<file path="src/design/rdn_pkg.sv">
// ----------------------------------------------------------------------------
// rdn_pkg
// Widths, types and constants of the ray direction normaliser.
// ----------------------------------------------------------------------------
package rdn_pkg;

    localparam int IN_WIDTH     = 24;
    localparam int FRAC_BITS    = 16;
    localparam int OUT_WIDTH    = FRAC_BITS + 2;
    localparam int SQ_WIDTH     = 2 * IN_WIDTH;
    // Holds the scaled squared magnitude and every partial term of the root.
    localparam int ACC_WIDTH    = 2 * IN_WIDTH + 2 * FRAC_BITS + 5;
    localparam int ROOT_STEPS   = FRAC_BITS + 1;
    localparam int FRONT_STAGES = 3;
    localparam int N_LANES      = 3;
    localparam int N_STAGES     = FRONT_STAGES + ROOT_STEPS + 1;

    // 1.0 and 0.0 in output fixed point
    localparam logic [OUT_WIDTH-1:0] UNIT_ONE  = OUT_WIDTH'(1) << FRAC_BITS;
    localparam logic [OUT_WIDTH-1:0] UNIT_ZERO = '0;

    typedef struct packed {
        logic signed [ACC_WIDTH-1:0] d;   // remaining headroom
        logic signed [ACC_WIDTH-1:0] pb;  // scaled cross term
        logic [FRAC_BITS:0]          r;   // rounded quotient so far
        logic                        neg;
    } t_lane;

    typedef struct packed {
        t_lane [N_LANES-1:0]  lane;
        logic [ACC_WIDTH-1:0] q;          // scaled sum of squares
        logic                 zero;
        logic                 last;
    } t_root;

endpackage

</file>
<file path="src/design/rdn_front.sv">
// ----------------------------------------------------------------------------
// rdn_front
// Magnitudes, squares and root set-up: three register stages.
// ----------------------------------------------------------------------------
module rdn_front import rdn_pkg::*; (
    input  logic                              i_clk,
    input  logic [FRONT_STAGES-1:0]           i_en,
    input  logic [N_LANES-1:0][IN_WIDTH-1:0]  i_dir,
    input  logic                              i_last,
    output t_root                             o_root
);

    logic [N_LANES-1:0][IN_WIDTH-1:0] r_mag, n_mag;
    logic [N_LANES-1:0]               r_neg_a, n_neg_a, r_neg_b;
    logic [N_LANES-1:0][SQ_WIDTH-1:0] r_sq, n_sq;
    logic                             r_last_a, r_last_b;
    t_root                            r_root, n_root;
    logic [SQ_WIDTH-1:0]              w_sum;
    logic [ACC_WIDTH-1:0]             w_sum_ext;

    always_comb begin
        for (int i = 0; i < N_LANES; i++) begin
            n_neg_a[i] = i_dir[i][IN_WIDTH-1];
            n_mag[i]   = n_neg_a[i] ? IN_WIDTH'(~i_dir[i] + 1'b1) : i_dir[i];
            n_sq[i]    = {{IN_WIDTH{1'b0}}, r_mag[i]} * {{IN_WIDTH{1'b0}}, r_mag[i]};
        end
    end

    // Root set-up: d = m^2 * 4^(F+1) - S, pb = -S * 2^(F+2), q = S * 4^(F+1)
    always_comb begin
        w_sum     = r_sq[0] + r_sq[1] + r_sq[2];
        w_sum_ext = ACC_WIDTH'(w_sum);
        for (int i = 0; i < N_LANES; i++) begin
            n_root.lane[i].d   = (ACC_WIDTH'(r_sq[i]) << (2 * FRAC_BITS + 2)) - w_sum_ext;
            n_root.lane[i].pb  = '0 - (w_sum_ext << (FRAC_BITS + 2));
            n_root.lane[i].r   = '0;
            n_root.lane[i].neg = r_neg_b[i];
        end
        n_root.q    = w_sum_ext << (2 * FRAC_BITS + 2);
        n_root.zero = (w_sum == '0);
        n_root.last = r_last_b;
    end

    always_ff @(posedge i_clk) begin
        if (i_en[0]) begin
            r_mag    <= n_mag;
            r_neg_a  <= n_neg_a;
            r_last_a <= i_last;
        end
        if (i_en[1]) begin
            r_sq     <= n_sq;
            r_neg_b  <= r_neg_a;
            r_last_b <= r_last_a;
        end
        if (i_en[2]) begin
            r_root   <= n_root;
        end
    end

    assign o_root = r_root;

endmodule

</file>
<file path="config.mk">
export PLATFORM = sky130hd
export DESIGN_NAME = rdn_front
export DESIGN_NICKNAME = d
export VERILOG_FILES = /design/src/design/rdn_pkg.sv /design/src/design/rdn_front.sv
export SDC_FILE = /design/constraint.sdc
export NUM_CORES = 2
export LEC_CHECK = 0
export ABC_CLOCK_PERIOD_IN_PS = 22900
export BUFFER_PORTS_ARGS = -buffer_cell sky130_fd_sc_hd__buf_2
export CAP_MARGIN = 10
export CORE_MARGIN = 2
export CORE_UTILIZATION = 51
export CTS_BUF_LIST = sky130_fd_sc_hd__clkbuf_4 sky130_fd_sc_hd__clkbuf_8
export DETAILED_ROUTE_END_ITERATION = 16
export GPL_ROUTABILITY_DRIVEN = 0
export GPL_TIMING_DRIVEN = 0
export PLACE_DENSITY_LB_ADDON = 0.05
export RECOVER_POWER = 50
export SKIP_CTS_REPAIR_TIMING = 1
export SYNTH_ARGS = -nofsm -noshare
export SYNTH_HDL_FRONTEND = slang
export SYNTH_SLANG_ARGS = --single-unit
</file>
<file path="constraint.sdc">
create_clock -name i_clk -period 22.9 [get_ports i_clk]
set_input_delay 1.145 -clock i_clk [delete_from_list [all_inputs] [get_ports i_clk]]
set_output_delay 1.145 -clock i_clk [all_outputs]
set_load 0.01 [all_outputs]
</file>
==> results.sh <==
export IMPL_status="finished with violations"
export IMPL_violations="capacitance limit, slew limit"
export IMPL_timing_final_crit_share=0.4486
export IMPL_dr_pass1_iters=6
export IMPL_cts_buffers=88
export IMPL_clock_latency_ps=830
export IMPL_wl_per_cell_um=22.95
export IMPL_area_delta_synth_final_pct=10.16
export IMPL_start_util=0.5118
export IMPL_grt_overflow_total=0
export IMPL_async_flop_share=0
export IMPL_clkTransAtPathRegs_ps=60
export IMPL_ys_warn_count=0
export IMPL_cpMaxStageDelayCell="o41ai_1"
export IMPL_hold_path_class="reg -> reg"
export IMPL_cts_root_buf="clkbuf_8"
export IMPL_cp_start_kind="flop"
export IMPL_synthAdderAreaFrac=0.4464
export IMPL_layout_cells_non_filler=10720
export IMPL_die_h_um=391.2
export IMPL_die_w_um=391.2
export IMPL_antenna_found_initial=10
export IMPL_yosysTopAreaCellShare=0.3461
export IMPL_syn_inst=7799
export IMPL_cts_tree="built"
export IMPL_io_pin_count=728
export IMPL_synthMostInstantiatedCell="inv_1"
export IMPL_cts_sinks=469
export IMPL_synth_seq_area_share=0.1842
export IMPL_vias_per_cell=5.336
export IMPL_drc_errors=0
export IMPL_ys_top_cells_by_count="1898 x inv_1, 1322 x fa_1, 632 x nand2_1"
export IMPL_slew_limit_headroom=-2.848
export IMPL_synth_top_family_by_area="adder cells"
export IMPL_final_util=0.5638
export IMPL_place_port_buffers=585
export IMPL_final_hold_viol_count=0
export IMPL_crit_path_max_incr_delay_ps=1030
export IMPL_synthTopCellsByArea="fa_1 35%, edfxtp_1 18%, ha_1 10%"
export IMPL_skew_ps=59.20
export IMPL_grt_max_degree=105
export IMPL_dp_cells=10550
export IMPL_synth_avg_cell_area_um2=9.805
export IMPL_period_needed_ps=10270
export IMPL_antenna_left=0
export IMPL_cp_data_required_time_ps=23470
export IMPL_synth_edff_count=469
export IMPL_dr_first_iter_drc_count=4893
export IMPL_vias=57190
export IMPL_timing_fmax_ghz=0.09734
export IMPL_drive_above_1_share=0.1189
export IMPL_place_hpwl_um=208600
export IMPL_layout_nets=10640
export IMPL_core_area_um2=149400
export IMPL_yosys_area_share_xor_xnor=0.04969
export IMPL_grt_pass1_wl_um=361700
export IMPL_arrival_ps=10850
export IMPL_end_kind="flop"
export IMPL_grt_usage=0.3248
export IMPL_cpMostUsedCell="fa_1"
export IMPL_max_cap_viol_count=7
export IMPL_synth_simple_gate_area_share=0.1112
export IMPL_cts_max_level=3
export IMPL_setup_viol=0
export IMPL_max_slew_worst_pin_slew_ps=5772
export IMPL_maxSlewViolCount=480
export IMPL_first_global_vias=57800
export IMPL_synth_top_cell_by_area="fa_1"
export IMPL_setup_worst_path_start="r_mag[17]$_DFFE_PP_"
export IMPL_crit_type="reg -> reg"
export IMPL_postRouteWirelength_um=245900
export IMPL_synth_compound_area_frac=0.06352
export IMPL_hp_start="r_last_b$_DFFE_PP_"
export IMPL_synthFlopType="edfxtp_1"
export IMPL_r2r_start="r_mag[17]$_DFFE_PP_"
export IMPL_rows=142
export IMPL_ys_ff_latch=469
export IMPL_yosysUniqueCellTypes=100
export IMPL_clockBufferDepth=3
export IMPL_syn_area_um2=76470
export IMPL_fin_setup_tns_ps=0
export IMPL_rsz0062_at_grt="false"
export IMPL_synth_area_mux_share=0.001113
export IMPL_die_area_um2=153100
export IMPL_worst_path_max_fanout=10
-- worst max-delay path: cells and delay by family (launching register included) --
kind            cells  cell delay [ps]
compound gates      8             3590
xor+xnor            1              140
fa+ha+maj           8             3970
buf+inv             7             1510
flops               1              560
simple gates        2              250
-- routing by layer --
layer,wire (um),part of all wire,track usage,vias up
met5,34,0.00014,0,-
met3,23610,0.096,0.06431,587
met1,96080,0.39,0.4281,28510
li1,-,-,-,25300
met4,17220,0.070,0.1906,4
met2,109000,0.44,0.4995,2801
-- sequential cells by signal, indices dropped and copies added, names as in the netlist --
name / flops
r_neg_b: 3
r_neg_a: 3
o_root: 248
r_sq: 141
r_last_a: 1
r_mag: 72
r_last_b: 1
-- path summary, 6_finish.rpt --
path	end	slack, ps	cells past startpoint
worst max-delay path	r_sq[46]$_DFFE_PP_	12630	26
worst min-delay path	o_root[0]$_DFFE_PP_	420	0
worst max register to register	r_sq[46]$_DFFE_PP_	12630	26
worst min register to register	o_root[0]$_DFFE_PP_	420	0
-- kinds of logic (layout without fill, tap and decap cells) --
kind of cell / count (synthesis) / count (layout)
buffers and inverters: 2514 / 3267
adder cells (fa/ha/maj): 1935 / 1935
AND/OR/NAND/NOR: 1694 / 1694
AO/OA/AOI/OAI: 745 / 745
flip-flops: 469 / 469
XOR/XNOR: 433 / 433
multiplexers: 8 / 8
other: 1 / 151
-- metrics by stage --
step	cell area, um2	hold slack (ps)	setup slack, ps
floorplan	77000	400.3	15110
global placement	82450	402.3	13000
detailed placement	82670	405.6	12930
CTS	84560	417.6	12960
global route	84220	423.4	12390
finish	84240	420.1	12630
-- cell usage in the layout (no fill, tap or decap), types with 29 or more instances in the layout --
| master | count |
|---|---|
| a21o_1 | 119 |
| a21oi_1 | 219 |
| and2_1 | 356 |
| buf_2 | 412 |
| buf_4 | 403 |
| clkbuf_1 | 381 |
| clkbuf_8 | 90 |
| conb_1 | 142 |
| edfxtp_1 | 469 |
| fa_1 | 1322 |
| ha_1 | 613 |
| inv_1 | 1898 |
| nand2_1 | 632 |
| nand2b_1 | 33 |
| nand3_1 | 73 |
| nand4_1 | 45 |
| nor2_1 | 225 |
| nor2b_1 | 30 |
| nor3_1 | 71 |
| nor4_1 | 47 |
| o21ai_0 | 137 |
| o21bai_1 | 35 |
| o31ai_1 | 29 |
| or3_1 | 46 |
| xnor2_1 | 293 |
| xor2_1 | 137 |
-- layout make-up --
class                      instances  area [um2]
fill                           13660       65180
multi-input combinational       4957       51930
sequential                       469       14080
inverter                        1899        7128
buffer                           615        3879
timing repair buffer             593        2781
tap                             2016        2522
clock buffer                     114        1413
clock inverter                    46       483.0
antenna                            9       22.52
Power is left out: the tool's default activity adds up to more than one toggle a clock period on the data nets, which glitch-free logic cannot reach.
